**config.mk**
```make
export PLATFORM = sky130hd
export DESIGN_NAME = rgb_scale_to_yuv420
export DESIGN_NICKNAME = d
export VERILOG_FILES = /design/src/rtl/core/rsyuv_pkg.sv /design/src/rtl/core/rgb_scale_to_yuv420.sv
export SDC_FILE = /design/constraint.sdc
export NUM_CORES = 1
export LEC_CHECK = 0
export BUFFER_PORTS_ARGS = -buffer_cell sky130_fd_sc_hd__buf_4
export CAP_MARGIN = 25
export CORE_MARGIN = 5
export CORE_UTILIZATION = 45
export CTS_CLUSTER_SIZE = 10
export DETAILED_ROUTE_END_ITERATION = 16
export SKIP_CTS_REPAIR_TIMING = 1
export SYNTH_ARGS = -nofsm -noshare
export SYNTH_HDL_FRONTEND = slang
export SYNTH_SLANG_ARGS = --single-unit
```
**constraint.sdc**
```tcl
create_clock -name clk -period 11 [get_ports clk]
set_clock_uncertainty 0.1 [all_clocks]
set_input_delay 0.55 -clock clk [delete_from_list [all_inputs] [get_ports clk]]
set_output_delay 0.55 -clock clk [all_outputs]
set_load 0.02 [all_outputs]
```
**src/rtl/core/rsyuv_pkg.sv**
```systemverilog
package rsyuv_pkg;

    // Width of one size register on the configuration port.
    localparam int CFG_W = 13;
    localparam int CFG_INDEX_W = 2;
    // Largest size that a register can hold.
    localparam int CFG_MAX = 8191;

    typedef logic [CFG_W-1:0] dim_t;
    typedef logic [CFG_INDEX_W-1:0] cfg_index_t;

    localparam cfg_index_t REG_SOURCE_WIDTH  = 2'd0;
    localparam cfg_index_t REG_SOURCE_HEIGHT = 2'd1;
    localparam cfg_index_t REG_TARGET_WIDTH  = 2'd2;
    localparam cfg_index_t REG_TARGET_HEIGHT = 2'd3;

    localparam dim_t RESET_SOURCE_WIDTH  = 13'd1920;
    localparam dim_t RESET_SOURCE_HEIGHT = 13'd1080;
    localparam dim_t RESET_TARGET_WIDTH  = 13'd1280;
    localparam dim_t RESET_TARGET_HEIGHT = 13'd720;

    // BT.601 studio-range coefficients in 8-bit fixed point.
    localparam logic [15:0] Y_R  = 16'd66;
    localparam logic [15:0] Y_G  = 16'd129;
    localparam logic [15:0] Y_B  = 16'd25;
    localparam logic [15:0] CB_R = 16'd38;
    localparam logic [15:0] CB_G = 16'd74;
    localparam logic [15:0] CB_B = 16'd112;
    localparam logic [15:0] CR_R = 16'd112;
    localparam logic [15:0] CR_G = 16'd94;
    localparam logic [15:0] CR_B = 16'd18;
    localparam logic [15:0] ROUND_HALF = 16'd128;
    // Rounding term plus the chroma offset of 128 placed above the shift.
    localparam logic [15:0] CHROMA_BIAS = 16'd32896;
    localparam logic [7:0] LUMA_OFFSET = 8'd16;
    localparam logic [7:0] CHROMA_NEUTRAL = 8'd128;

    // A selected pixel on its way from the position logic to the color stage.
    typedef struct packed {
        logic [7:0]  red;
        logic [7:0]  green;
        logic [7:0]  blue;
        logic        chroma_valid;
        logic [11:0] dest_column;
        logic [11:0] dest_row;
        logic        last_of_frame;
    } pix_t;

endpackage

```
**src/rtl/core/rgb_scale_to_yuv420.sv**
```systemverilog
// Nearest-neighbor down-scaler with BT.601 RGB to YUV 4:2:0 conversion.
//
// Source pixels enter on the s_ channel in raster order, one word per pixel;
// s_tuser marks the first pixel of a frame and clears all positions. Every
// source pixel that the scaler selects leaves as one word on the m_ channel
// with studio-range luma, its destination column and row, and Cb/Cr on even
// rows and columns (m_tuser high). m_tlast marks the last destination pixel
// of the frame. Pixels that are dropped produce no output word.
//
// The four size registers are written through the cfg_ channel, by the user only while no
// frame is in flight; the block does not enforce this. cfg_ready is always high.
//
// One pixel is accepted per cycle while s_tready is high. A selected pixel is held in the
// stage register and its result is then loaded into the output register: the position and
// selection logic works ahead of the stage register, the color multipliers sit between the
// stage and the output register. When the receiver stalls, the two stages fill up and
// s_tready drops only once both are occupied.
// Reset clears positions and restores the default 1920x1080 to 1280x720 sizes.
module rgb_scale_to_yuv420
    import rsyuv_pkg::*;
#(
    parameter int MAX_DIMENSION = 4096
)
(
    input  logic             clk,
    input  logic             rst_n,
    input  logic             s_tvalid,
    output logic             s_tready,
    input  logic [23:0]      s_tdata,    // red, green, blue
    input  logic [0:0]       s_tuser,    // frame_start
    output logic             m_tvalid,
    input  logic             m_tready,
    output logic [47:0]      m_tdata,    // luma, chroma_blue, chroma_red, dest_column, dest_row
    output logic [0:0]       m_tuser,    // chroma_valid
    output logic             m_tlast,    // last_of_frame
    input  logic             cfg_valid,
    output logic             cfg_ready,
    input  cfg_index_t       cfg_index,
    input  dim_t             cfg_data
);

    localparam int DIM_MAX = (MAX_DIMENSION > CFG_MAX) ? CFG_MAX : MAX_DIMENSION;
    localparam int POS_W = $clog2(DIM_MAX + 1);
    localparam int PROD_W = 2 * POS_W;
    localparam int SUM_W = PROD_W + 1;
    localparam dim_t DIM_MAX_CFG = CFG_W'(DIM_MAX);

    typedef logic [POS_W-1:0] pos_t;
    typedef logic [PROD_W-1:0] prod_t;

    dim_t source_width_reg, source_height_reg, target_width_reg, target_height_reg;

    pos_t  src_col_reg, src_row_reg, dst_col_reg, dst_row_reg;
    pos_t  src_col_next, src_row_next, dst_col_next, dst_row_next;
    prod_t col_product_reg, col_base_reg, row_product_reg, row_base_reg;
    prod_t col_product_next, col_base_next, row_product_next, row_base_next;

    pix_t  s1_reg, s1_next;
    logic  s1_valid_reg, s1_valid_next;
    logic  out_valid_reg;
    logic [47:0] out_data_reg, out_data_next;
    logic  out_cv_reg, out_last_reg;

    logic  in_accept, s1_advance;
    pos_t  w, h, dw, dh;
    pos_t  c_src_col, c_src_row, c_dst_col, c_dst_row;
    prod_t c_col_product, c_col_base, c_row_product, c_row_base;
    logic  col_sel, row_sel, sel, end_row, end_frame;

    logic [15:0] y_sum, cb_pos, cb_neg, cr_pos, cr_neg, cb_diff, cr_diff;
    logic [7:0]  luma, chroma_blue, chroma_red;

    // Configuration registers.
    assign cfg_ready = 1'b1;

    always_ff @(posedge clk or negedge rst_n)
    begin
        if (!rst_n)
        begin
            source_width_reg  <= RESET_SOURCE_WIDTH;
            source_height_reg <= RESET_SOURCE_HEIGHT;
            target_width_reg  <= RESET_TARGET_WIDTH;
            target_height_reg <= RESET_TARGET_HEIGHT;
        end
        else if (cfg_valid && cfg_ready)
        begin
            case (cfg_index)
                REG_SOURCE_WIDTH:  source_width_reg  <= cfg_data;
                REG_SOURCE_HEIGHT: source_height_reg <= cfg_data;
                REG_TARGET_WIDTH:  target_width_reg  <= cfg_data;
                REG_TARGET_HEIGHT: target_height_reg <= cfg_data;
                default:           source_width_reg  <= source_width_reg;
            endcase
        end
    end

    // Effective sizes: source clamped to [1, max], target clamped to [1, source].
    always_comb
    begin
        if (source_width_reg == '0)
            w = pos_t'(1);
        else if (source_width_reg > DIM_MAX_CFG)
            w = pos_t'(DIM_MAX);
        else
            w = source_width_reg[POS_W-1:0];

        if (source_height_reg == '0)
            h = pos_t'(1);
        else if (source_height_reg > DIM_MAX_CFG)
            h = pos_t'(DIM_MAX);
        else
            h = source_height_reg[POS_W-1:0];

        if (target_width_reg == '0)
            dw = pos_t'(1);
        else if (target_width_reg > CFG_W'(w))
            dw = w;
        else
            dw = target_width_reg[POS_W-1:0];

        if (target_height_reg == '0)
            dh = pos_t'(1);
        else if (target_height_reg > CFG_W'(h))
            dh = h;
        else
            dh = target_height_reg[POS_W-1:0];
    end

    // Pipeline flow control.
    assign s1_advance = !out_valid_reg || m_tready;
    assign s_tready = !s1_valid_reg || s1_advance;
    assign in_accept = s_tvalid && s_tready;

    // Position tracking and pixel selection.
    always_comb
    begin
        // A frame start clears the positions before the pixel is used.
        c_src_col     = s_tuser[0] ? '0 : src_col_reg;
        c_src_row     = s_tuser[0] ? '0 : src_row_reg;
        c_dst_col     = s_tuser[0] ? '0 : dst_col_reg;
        c_dst_row     = s_tuser[0] ? '0 : dst_row_reg;
        c_col_product = s_tuser[0] ? '0 : col_product_reg;
        c_col_base    = s_tuser[0] ? '0 : col_base_reg;
        c_row_product = s_tuser[0] ? '0 : row_product_reg;
        c_row_base    = s_tuser[0] ? '0 : row_base_reg;

        col_sel = (c_dst_col < dw) &&
                  ({1'b0, c_col_product} < ({1'b0, c_col_base} + SUM_W'(dw)));
        row_sel = (c_dst_row < dh) &&
                  ({1'b0, c_row_product} < ({1'b0, c_row_base} + SUM_W'(dh)));
        sel = col_sel && row_sel;
        end_row   = ({1'b0, c_src_col} + (POS_W+1)'(1)) >= {1'b0, w};
        end_frame = ({1'b0, c_src_row} + (POS_W+1)'(1)) >= {1'b0, h};

        src_col_next     = src_col_reg;
        src_row_next     = src_row_reg;
        dst_col_next     = dst_col_reg;
        dst_row_next     = dst_row_reg;
        col_product_next = col_product_reg;
        col_base_next    = col_base_reg;
        row_product_next = row_product_reg;
        row_base_next    = row_base_reg;

        if (in_accept)
        begin
            src_row_next     = c_src_row;
            dst_row_next     = c_dst_row;
            row_product_next = c_row_product;
            row_base_next    = c_row_base;
            if (end_row)
            begin
                src_col_next     = '0;
                dst_col_next     = '0;
                col_product_next = '0;
                col_base_next    = '0;
                if (end_frame)
                begin
                    src_row_next     = '0;
                    dst_row_next     = '0;
                    row_product_next = '0;
                    row_base_next    = '0;
                end
                else
                begin
                    if (row_sel)
                    begin
                        dst_row_next     = c_dst_row + pos_t'(1);
                        row_product_next = c_row_product + PROD_W'(h);
                    end
                    src_row_next  = c_src_row + pos_t'(1);
                    row_base_next = c_row_base + PROD_W'(dh);
                end
            end
            else
            begin
                src_col_next  = c_src_col + pos_t'(1);
                col_base_next = c_col_base + PROD_W'(dw);
                dst_col_next     = sel ? c_dst_col + pos_t'(1) : c_dst_col;
                col_product_next = sel ? c_col_product + PROD_W'(w) : c_col_product;
            end
        end
    end

    always_comb
    begin
        s1_next.red           = s_tdata[7:0];
        s1_next.green         = s_tdata[15:8];
        s1_next.blue          = s_tdata[23:16];
        s1_next.chroma_valid  = !c_dst_row[0] && !c_dst_col[0];
        s1_next.dest_column   = 12'(c_dst_col);
        s1_next.dest_row      = 12'(c_dst_row);
        s1_next.last_of_frame = ({1'b0, c_dst_col} + (POS_W+1)'(1) == {1'b0, dw}) &&
                                ({1'b0, c_dst_row} + (POS_W+1)'(1) == {1'b0, dh});
        if (in_accept)
            s1_valid_next = sel;
        else if (s1_advance)
            s1_valid_next = 1'b0;
        else
            s1_valid_next = s1_valid_reg;
    end

    always_ff @(posedge clk or negedge rst_n)
    begin
        if (!rst_n)
        begin
            src_col_reg     <= '0;
            src_row_reg     <= '0;
            dst_col_reg     <= '0;
            dst_row_reg     <= '0;
            col_product_reg <= '0;
            col_base_reg    <= '0;
            row_product_reg <= '0;
            row_base_reg    <= '0;
            s1_valid_reg    <= 1'b0;
        end
        else
        begin
            src_col_reg     <= src_col_next;
            src_row_reg     <= src_row_next;
            dst_col_reg     <= dst_col_next;
            dst_row_reg     <= dst_row_next;
            col_product_reg <= col_product_next;
            col_base_reg    <= col_base_next;
            row_product_reg <= row_product_next;
            row_base_reg    <= row_base_next;
            s1_valid_reg    <= s1_valid_next;
        end
    end

    always_ff @(posedge clk)
    begin
        if (in_accept)
            s1_reg <= s1_next;
    end

    // Color conversion. Every chroma difference stays positive thanks to the bias.
    always_comb
    begin
        y_sum  = Y_R * 16'(s1_reg.red) + Y_G * 16'(s1_reg.green) +
                 Y_B * 16'(s1_reg.blue) + ROUND_HALF;
        cb_pos = CB_B * 16'(s1_reg.blue) + CHROMA_BIAS;
        cb_neg = CB_R * 16'(s1_reg.red) + CB_G * 16'(s1_reg.green);
        cr_pos = CR_R * 16'(s1_reg.red) + CHROMA_BIAS;
        cr_neg = CR_G * 16'(s1_reg.green) + CR_B * 16'(s1_reg.blue);
        cb_diff = cb_pos - cb_neg;
        cr_diff = cr_pos - cr_neg;
        luma = y_sum[15:8] + LUMA_OFFSET;
        chroma_blue = s1_reg.chroma_valid ? cb_diff[15:8] : CHROMA_NEUTRAL;
        chroma_red  = s1_reg.chroma_valid ? cr_diff[15:8] : CHROMA_NEUTRAL;
        out_data_next = {s1_reg.dest_row, s1_reg.dest_column, chroma_red, chroma_blue, luma};
    end

    always_ff @(posedge clk or negedge rst_n)
    begin
        if (!rst_n)
            out_valid_reg <= 1'b0;
        else if (s1_advance)
            out_valid_reg <= s1_valid_reg;
    end

    always_ff @(posedge clk)
    begin
        if (s1_advance && s1_valid_reg)
        begin
            out_data_reg <= out_data_next;
            out_cv_reg   <= s1_reg.chroma_valid;
            out_last_reg <= s1_reg.last_of_frame;
        end
    end

    assign m_tvalid   = out_valid_reg;
    assign m_tdata    = out_data_reg;
    assign m_tuser[0] = out_cv_reg;
    assign m_tlast    = out_last_reg;

    // Chroma is only sampled on even destination rows and columns.
    a_chroma_even: assert property (@(posedge clk) disable iff (!rst_n)
        m_tvalid && m_tuser[0] |-> !m_tdata[24] && !m_tdata[36])
        else $error("chroma marked valid on an odd row or column");

    a_chroma_neutral: assert property (@(posedge clk) disable iff (!rst_n)
        m_tvalid && !m_tuser[0] |-> m_tdata[15:8] == CHROMA_NEUTRAL &&
                                    m_tdata[23:16] == CHROMA_NEUTRAL)
        else $error("chroma not neutral on a luma-only word");

    a_luma_range: assert property (@(posedge clk) disable iff (!rst_n)
        m_tvalid |-> m_tdata[7:0] >= 8'd16 && m_tdata[7:0] <= 8'd235)
        else $error("luma outside studio range");

    a_pos_hold: assert property (@(posedge clk) disable iff (!rst_n)
        !in_accept |=> $stable(src_col_reg) && $stable(src_row_reg) &&
                       $stable(dst_col_reg) && $stable(dst_row_reg))
        else $error("positions moved without an accepted pixel");

    a_stage_hold: assert property (@(posedge clk) disable iff (!rst_n)
        s1_valid_reg && !s1_advance |=> s1_valid_reg && $stable(s1_reg))
        else $error("pending pixel lost while the output stalled");

endmodule

```
Word-level counts from Yosys, hierarchy flattened
Cells that the tools add are included.
{ "word_totals": {"word_cells": 130, "input_bits": 45, "output_inout_bits": 53, "regBits": 310} }
{ "op_classes": {"order_cmp": 10, "mul": 9, "reduce_logical": 23, "n_eq_ne": 5, "mux": 34, "add_sub_neg": 24} }
{ "op_table": {"columns": ["op", "n"], "rows": [
  ["$mux W26", 12],
  ["$mux W13", 20],
  ["$add A26 B13 Y26", 4],
  ["$add A13 B1 Y14 const B", 4],
  ["$add A26 B13 Y27", 2],
  ["$lt A26 B27 Y1", 2],
  ["$add A13 B1 Y13 const B", 4],
  ["$logic_not A13 Y1", 4],
  ["$mul A6 B8 Y14 const A", 3],
  ["$add A15 B16 Y16 const B", 2],
  ["$sub A16 B16 Y16", 2],
  ["$eq A14 B13 Y1", 2],
  ["$ge A14 B13 Y1", 2],
  ["$gt A13 B13 Y1", 2],
  ["$gt A13 B13 Y1 const B", 2],
  ["$lt A13 B13 Y1", 2],
  ["$mul A5 B8 Y13 const A", 2],
  ["$mul A3 B8 Y11 const A", 2],
  ["$add A14 B15 Y16", 1],
  ["$add A15 B13 Y16", 1],
  ["$add A15 B16 Y16", 1],
  ["$add A16 B13 Y16", 1],
  ["$add A16 B8 Y16 const B", 1],
  ["$mul A8 B8 Y16 const A", 1],
  ["11 further kinds", 26]
]} }

Depth between registers and ports, before layout
Gate-level depths: netlist of run 1.
{ "depth": {"depth_word": 12, "ltp_mapped": 41} }

Worst setup path before layout of run 1
Ideal clock, no wire load.
{ "synth_timing": {"path_kind": "input -> register", "from": "in s_tuser", "to": "reg row_product_reg[25]", "arrival_ns": 7.755, "cell_stages": 38, "path_buffers": 10, "path_slack_ns": 3.011, "path_cell_list": "buf_2 buf_1 clkbuf_1 clkbuf_1 buf_1 clkbuf_1 clkbuf_1 buf_1 clkbuf_1 nor2b_1 ha_1 fa_1 a21o_1 a21oi_1 nor2_1 a21oi_1 inv_1 o21ai_1 (+2 left out) a21oi_1 and3_1 xor2_1 nand2_1 ha_1 a21o_1 a21o_1 a21oi_1 nor2_1 o21ai_0 o211ai_1 o211ai_1 o211a_1 buf_6 nand4_4 or4_4 a21oi_1 o32ai_2"} }
{ "synth_between": {"elab_chain_cells": 7, "word_cells_on_any_way": 17, "classes_between": "add/sub (4); order compare (4); mux (8); reduce/logical (1)"} }
{ "synth_lines": {"columns": ["element", "line_no", "text"], "rows": [
  ["from (decl)", "rgb_scale_to_yuv420.sv:30", "input logic [0:0] s_tuser,"],
  ["$mux W26", "rgb_scale_to_yuv420.sv:145", "c_row_base = s_tuser[0] ? '0 : row_base_reg;"],
  ["$add A26 B13 Y27", "rgb_scale_to_yuv420.sv:150", "({1'b0, c_row_product} < ({1'b0, c_row_base} + SUM_W'(dh)));"],
  ["$lt A26 B27 Y1", "rgb_scale_to_yuv420.sv:150", null],
  ["$logic_and A1 B1 Y1", "rgb_scale_to_yuv420.sv:149", "row_sel = (c_dst_row < dh) &&"],
  ["$mux W26", "rgb_scale_to_yuv420.sv:185", "if (row_sel)"],
  ["$mux W26", "rgb_scale_to_yuv420.sv:176", "if (end_frame)"],
  ["$mux W26 (*)", "rgb_scale_to_yuv420.sv:170", "if (end_row)"],
  ["to (signal assigned)", "rgb_scale_to_yuv420.sv:244", "row_product_reg <= row_product_next;"],
  ["to (decl)", "rgb_scale_to_yuv420.sv:55", "prod_t col_product_reg, col_base_reg, row_product_reg, row_base_reg;"]
]} }
Mark *: on every way between the ends. The rest lies on a longest branch, timed or not.
A chain may end at the register's enable or synchronous reset.

Final worst setup path of run 1
{ "layout_timing": {"from": "reg source_height_reg[12]", "to": "reg col_product_reg[16]"} }
{ "layout_between": {"elab_chain_cells": 12, "word_cells_on_any_way": 14, "classes_between": "add/sub (1); order compare (4); mux (6); reduce/logical (3)"} }
{ "layout_lines": {"columns": ["element", "line_no", "text"], "rows": [
  ["from (decl)", "rgb_scale_to_yuv420.sv:51", "dim_t source_width_reg, source_height_reg, target_width_reg, target_height_reg;"],
  ["from (signal assigned)", "rgb_scale_to_yuv420.sv:89", "REG_SOURCE_HEIGHT: source_height_reg <= cfg_data;"],
  ["$gt A13 B13 Y1", "rgb_scale_to_yuv420.sv:109", "else if (source_height_reg > DIM_MAX_CFG)"],
  ["$mux W13", "rgb_scale_to_yuv420.sv:109", null],
  ["$mux W13 (*)", "rgb_scale_to_yuv420.sv:107", "if (source_height_reg == '0)"],
  ["$gt A13 B13 Y1", "rgb_scale_to_yuv420.sv:123", "else if (target_height_reg > CFG_W'(h))"],
  ["$mux W13 (*)", "rgb_scale_to_yuv420.sv:123", null],
  ["$mux W13 (*)", "rgb_scale_to_yuv420.sv:121", "if (target_height_reg == '0)"],
  ["$add A26 B13 Y27", "rgb_scale_to_yuv420.sv:150", null],
  ["$lt A26 B27 Y1", "rgb_scale_to_yuv420.sv:150", null],
  ["$logic_and A1 B1 Y1 (*)", "rgb_scale_to_yuv420.sv:149", null],
  ["$logic_and A1 B1 Y1 (*)", "rgb_scale_to_yuv420.sv:151", "sel = col_sel && row_sel;"],
  ["$mux W26 (*)", "rgb_scale_to_yuv420.sv:199", "col_product_next = sel ? c_col_product + PROD_W'(w) : c_col_product;"],
  ["$mux W26 (*)", "rgb_scale_to_yuv420.sv:170", null],
  ["to (signal assigned)", "rgb_scale_to_yuv420.sv:242", "col_product_reg <= col_product_next;"],
  ["to (decl)", "rgb_scale_to_yuv420.sv:55", null]
]} }
Marks and branches as above.

==> metrics.csv, run 1 <==
stage;metric;value;unit
floorplan;die_x;256;um
floorplan;fp-row-count;90;
power;combinationalPowerShare;0.653;
global_routing;grt_pass1_wl;119;mm
timing;hold_viol;0;
yosys;ys.flop_type;dfrtp_1;
placement;dp_cells;3642;
setup_path;cp_slowest_cell;nor2_1;
clock_network;cts.sinks;310;
timing;fmax;107;MHz
yosys;synth-edff-count;100;
detailed_routing;wirelength;74.8;mm
clock_network;h-tree-depth;2;
floorplan;die_h;256;um
timing;grt_setup_unrepaired;no;
final_layout;syn2layout_area_growth;11.0;%
yosys;synth.avg_cell_area;9.61;um2
floorplan;ios;98;
global_routing;track_usage;0.224;
setup_path;required;11350;ps
detailed_routing;num_vias;21193;
final_layout;final_cell_mix;ha_1 (404), inv_1 (287), nand2_1 (233);
power;vdd_drop_max;0.256;mV
setup_path;slowest_delay;810;ps
power;p_switching;4.08;mW
placement;dpl-instance-area;0.0287;mm2
setup_path;crit_fanout;18;
timing;finalSetupViolCount;0;
final_layout;regArea;0.00828;mm2
timing;worst_pin_slew;1010;ps
final_layout;fillers;5575;
yosys;syn-num-nets;3363;
hold_path;min_path_type;in -> reg;
final_layout;drive_gt1_frac;0.0997;
yosys;yosysWarnings;0;
final_layout;design_area;0.0301;mm2
outcome;status;finished, final reports clean;
global_routing;grt_overflow;0;
timing;relSlewSlack;0.313;
timing;drv_slew;0;
detailed_routing;vias_per_cell;5.69;
detailed_routing;drc;0;
yosys;seq_area_frac_synth;0.305;
final_layout;stdcell_count;3722;
setup_path;startpoint_type;flop;
setup_path;cp-end-kind;flop;
clock_network;clk-insertion-delay-late;570;ps
detailed_routing;dr.pass1.iters;5;
global_routing;grt_max_degree;78;
clock_network;cts_tree;yes;
final_layout;largest_register_ffs;48;
global_routing;grt_pass1_vias;21596;
timing;fin_crit_sh;0.851;
power;finalPower;9.21;mW
power;pwr-share-clk;0.148;
floorplan;fp.coreArea;0.0600;mm2
placement;port_buffers;96;
yosys;synth_area;0.0271;mm2
detailed_routing;ant_nets;0;
power;seqPwrFrac;0.199;
final_layout;layout_commonest_cell;ha_1;
placement;gp_congestion;0.919;
power;swShare;0.443;
run;cap_viol_max_count;0;
timing;setup_tns;0;ps
final_layout;multiInputGateArea;0.0175;mm2
final_layout;top_register;m_tdata;
clock_network;clockBufferDepth;3;
floorplan;initial_core_util;0.452;
yosys;ys_ff_latch;310;
clock_network;cts_made_buffers;42;
final_layout;fin_nets;3447;
clock_network;clockRootBuffer;clkbuf_16;
setup_path;worstPathArrival;9720;ps
yosys;synthCells;2823;
placement;dp_hpwl;56.8;mm
setup_path;crit_buf_inv;2;
yosys;synthArstFlopShare;0.677;
yosys;synthDistinctLibCells;89;
power;leakagePower;14.1;nW
power;power_density;306;mW/mm2
setup_path;worstSetupPathType;reg -> reg;
setup_path;cpLargestDelayFamily;compound AO/OA/AOI/OAI gates;
power;internal_power;5.13;mW
clock_network;clkTransAtPathRegs;50;ps
final_layout;n_antenna_cell;0;
timing;period_minus_slack;9370;ps
global_routing;antenna_found_initial;1;
detailed_routing;first_iter_violations;1374;
detailed_routing;wire_per_inst;20.1;um
floorplan;die_area;0.0653;mm2
[cells in the mapped netlist (61+ instances only)]
library cell	count	area [um2]
edfxtp_1	100	3000
nand2_1	234	878
dfrtp_1	196	4900
a21oi_1	151	756
nor2_1	131	492
xor2_1	61	534
ha_1	404	5050
fa_1	91	1820
xnor2_1	130	1140
o21ai_0	154	771
inv_1	288	1080
nor2b_1	118	738
[power by group through the flow]
stage	clock network (mW)	registers, mW	logic, mW
5_1_grt	1.45	1.86	6.95
2_1_floorplan	0	1.88	4.46
3_5_place_dp	0	1.85	6.05
6_report	1.37	1.83	6.01
3_3_place_gp	0	1.85	5.93
4_1_cts	1.40	1.84	6.14
[worst register-to-register path: cells and delay by family, from the launching register on]
family	cells	cell delay, ps
AO/OA/AOI/OAI	17	3440
XOR/XNOR	1	170
adder cells (fa/ha/maj)	3	990
buffers and inverters	2	530
flip-flops	1	480
multiplexers	1	210
AND/OR/NAND/NOR	13	3340
[worst paths after layout]
| check | from | end | slack, ps | cells after the start |
|---|---|---|---|---|
| setup / recovery | source_height_reg[12] | col_product_reg[16] | 1630 | 37 |
| hold / removal | s_tdata[2] | s1_reg[44] | 60 | 1 |
| min in group asynchronous | rst_n | row_product_reg[0] | 470 | 2 |
| hold reg to reg | out_data_next[44] | m_tdata[44] | 310 | 0 |
| setup reg to reg | source_height_reg[12] | col_product_reg[16] | 1630 | 37 |
| max in group asynchronous | rst_n | src_row_reg[11] | 8930 | 3 |
[metrics by stage]
stage                util  setup WS, ps  hold WS [ps]
global route        0.502           947          44.6
global placement    0.478          2030           301
detailed placement  0.478          1820           305
finish              0.502          1630          57.7
floorplan               -          3010           154
CTS                 0.501          1780          -112
[routing by layer]
metal  track usage  share of wire  vias up
met5             0              0        -
met4        0.0748          0.034        0
met3        0.0236          0.037      132
met2         0.393           0.50      488
met1         0.292           0.43    10373
li1              -              -    10200
[logic make-up after synthesis]
group / count (synthesis) / synth area share
compound gates: 633 / 0.157
buf+inv: 370 / 0.0521
other cells: 1 / 0.000138
flops: 310 / 0.305
xor+xnor: 191 / 0.0617
fa+ha+maj: 498 / 0.255
mux: 70 / 0.0282
simple gates: 750 / 0.141
[final cells by class]
type | instances | share of cell area
clock buffers | 64 | 0.0414
clock inverters | 13 | 0.00391
inverters | 289 | 0.0361
multi-input cells | 2143 | 0.580
flip-flops and latches | 310 | 0.275
well taps | 782 | 0.0325
repair buffers | 121 | 0.0316
Power figures use the tool's default switching activity.
==> inputs of run 2 (changes only) <==
Settings changed: PLACE_DENSITY set to 0.57.
==> run 2 against run 1 <==
Effect of this change: non-clock buffer count up 4; flip-flop and latch count unchanged; cell area about the same; first-iteration DRC count down 6.1%; cell count about the same; critical path type unchanged.
==> metrics.csv, run 2 (synthesis gave the netlist of run 1 again) <==
stage;metric;value;unit
global_routing;grt_pass1_wl;118;mm
clock_network;clkTransAtPathRegs;60;ps
setup_path;worstSetupPathType;reg -> reg;
placement;gp_congestion;0.895;
final_layout;fin_nets;3450;
timing;fmax;107;MHz
setup_path;crit_buf_inv;2;
timing;hold_viol;0;
placement;dp_hpwl;56.2;mm
global_routing;track_usage;0.223;
placement;place_ws;1750;ps
detailed_routing;wirelength;73.7;mm
global_routing;grt_pass1_vias;21587;
power;power_density;306;mW/mm2
placement;dpl-instance-area;0.0287;mm2
clock_network;clk-insertion-delay-late;580;ps
floorplan;die_x;256;um
detailed_routing;num_vias;21081;
floorplan;die_area;0.0653;mm2
final_layout;final_cell_mix;ha_1 (404), inv_1 (287), nand2_1 (233);
detailed_routing;first_iter_violations;1290;
final_layout;stdcell_count;3719;
detailed_routing;drc;0;
clock_network;cts.sinks;310;
timing;period_minus_slack;9370;ps
detailed_routing;ant_nets;0;
timing;finalSetupViolCount;0;
power;vdd_drop_max;0.295;mV
setup_path;cp-end-kind;flop;
global_routing;grt_overflow;0;
detailed_routing;wire_per_inst;19.8;um
detailed_routing;dr.pass1.iters;5;
placement;dp_cells;3643;
timing;relSlewSlack;0.298;
global_routing;grt_max_degree;74;
final_layout;top_register;m_tdata;
setup_path;slowest_delay;480;ps
clock_network;clockRootBuffer;clkbuf_16;
timing;fin_ws;1630;ps
final_layout;drive_gt1_frac;0.100;
timing;worst_pin_slew;1040;ps
final_layout;syn2layout_area_growth;11.0;%
detailed_routing;vias_per_cell;5.67;
power;leakagePower;14.1;nW
setup_path;crit_fanout;18;
floorplan;die_h;256;um
clock_network;cts_made_buffers;41;
setup_path;cp_common_cell;a21oi_1;
hold_path;min_path_type;in -> reg;
timing;setup_tns;0;ps
final_layout;fin_util;0.502;
final_layout;design_area;0.0301;mm2
outcome;status;finished, final reports clean;
floorplan;ios;98;
final_layout;n_antenna_cell;0;
global_routing;antenna_found_initial;0;
setup_path;cp_slowest_cell;dfrtp_1;
timing;grt_setup_unrepaired;no;
placement;port_buffers;96;
setup_path;worstPathArrival;9740;ps
setup_path;startpoint_type;flop;
setup_path;reg2reg_slack;1630;ps
clock_network;h-tree-depth;2;
timing;drv_slew;0;
run;cap_viol_max_count;0;
setup_path;required;11370;ps
clock_network;cts_tree;yes;
clock_network;clockBufferDepth;3;
setup_path;cpLargestDelayFamily;compound AO/OA/AOI/OAI gates;
floorplan;fp-row-count;90;
timing;fin_crit_sh;0.852;
final_layout;largest_register_ffs;48;
floorplan;initial_core_util;0.452;
floorplan;fp.coreArea;0.0600;mm2
final_layout;layout_commonest_cell;ha_1;
-- run 2: area by class of cell --
| class | instances | area, um2 |
|---|---|---|
| clock buffer | 60 | 1190 |
| fill | 5605 | 29900 |
| clock inverter | 10 | 155 |
| inverter | 289 | 1090 |
| sequential | 310 | 8280 |
| timing repair buffer | 125 | 992 |
| tap | 782 | 978 |
| multi-input combinational | 2143 | 17500 |
-- run 2: routing by layer --
| layer | wire length, um | vias up | GRT usage | share of wire |
|---|---|---|---|---|
| met2 | 37000 | 478 | 0.400 | 0.50 |
| li1 | - | 10196 | - | - |
| met4 | 1880 | 0 | 0.0564 | 0.026 |
| met5 | 0 | - | 0 | 0 |
| met3 | 3020 | 90 | 0.0307 | 0.041 |
| met1 | 31800 | 10317 | 0.285 | 0.43 |
-- run 2: path summary, 6_finish.rpt --
path / from / endpoint / depth (start not counted)
min reg2reg: out_data_next[28] / m_tdata[28] / 0
min in group asynchronous: rst_n / target_height_reg[3] / 2
max: source_width_reg[12] / col_product_reg[16] / 36
max reg2reg: source_width_reg[12] / col_product_reg[16] / 36
min: s_tdata[23] / s1_reg[33] / 1
max in group asynchronous: rst_n / m_tvalid / 6
-- run 2: stage by stage --
step                total power [mW]  hold WS, ps
floorplan                       6.35          154
global placement                7.81          302
detailed placement              7.93          305
CTS                             9.39         -160
global route                    10.2         24.4
finish                          9.21         47.7
-- run 2: where the power goes --
part | internal (mW) | switching [mW] | total (mW)
registers | 1.65 | 0.181 | 1.83
clock network | 0.818 | 0.537 | 1.36
logic | 2.65 | 3.38 | 6.03
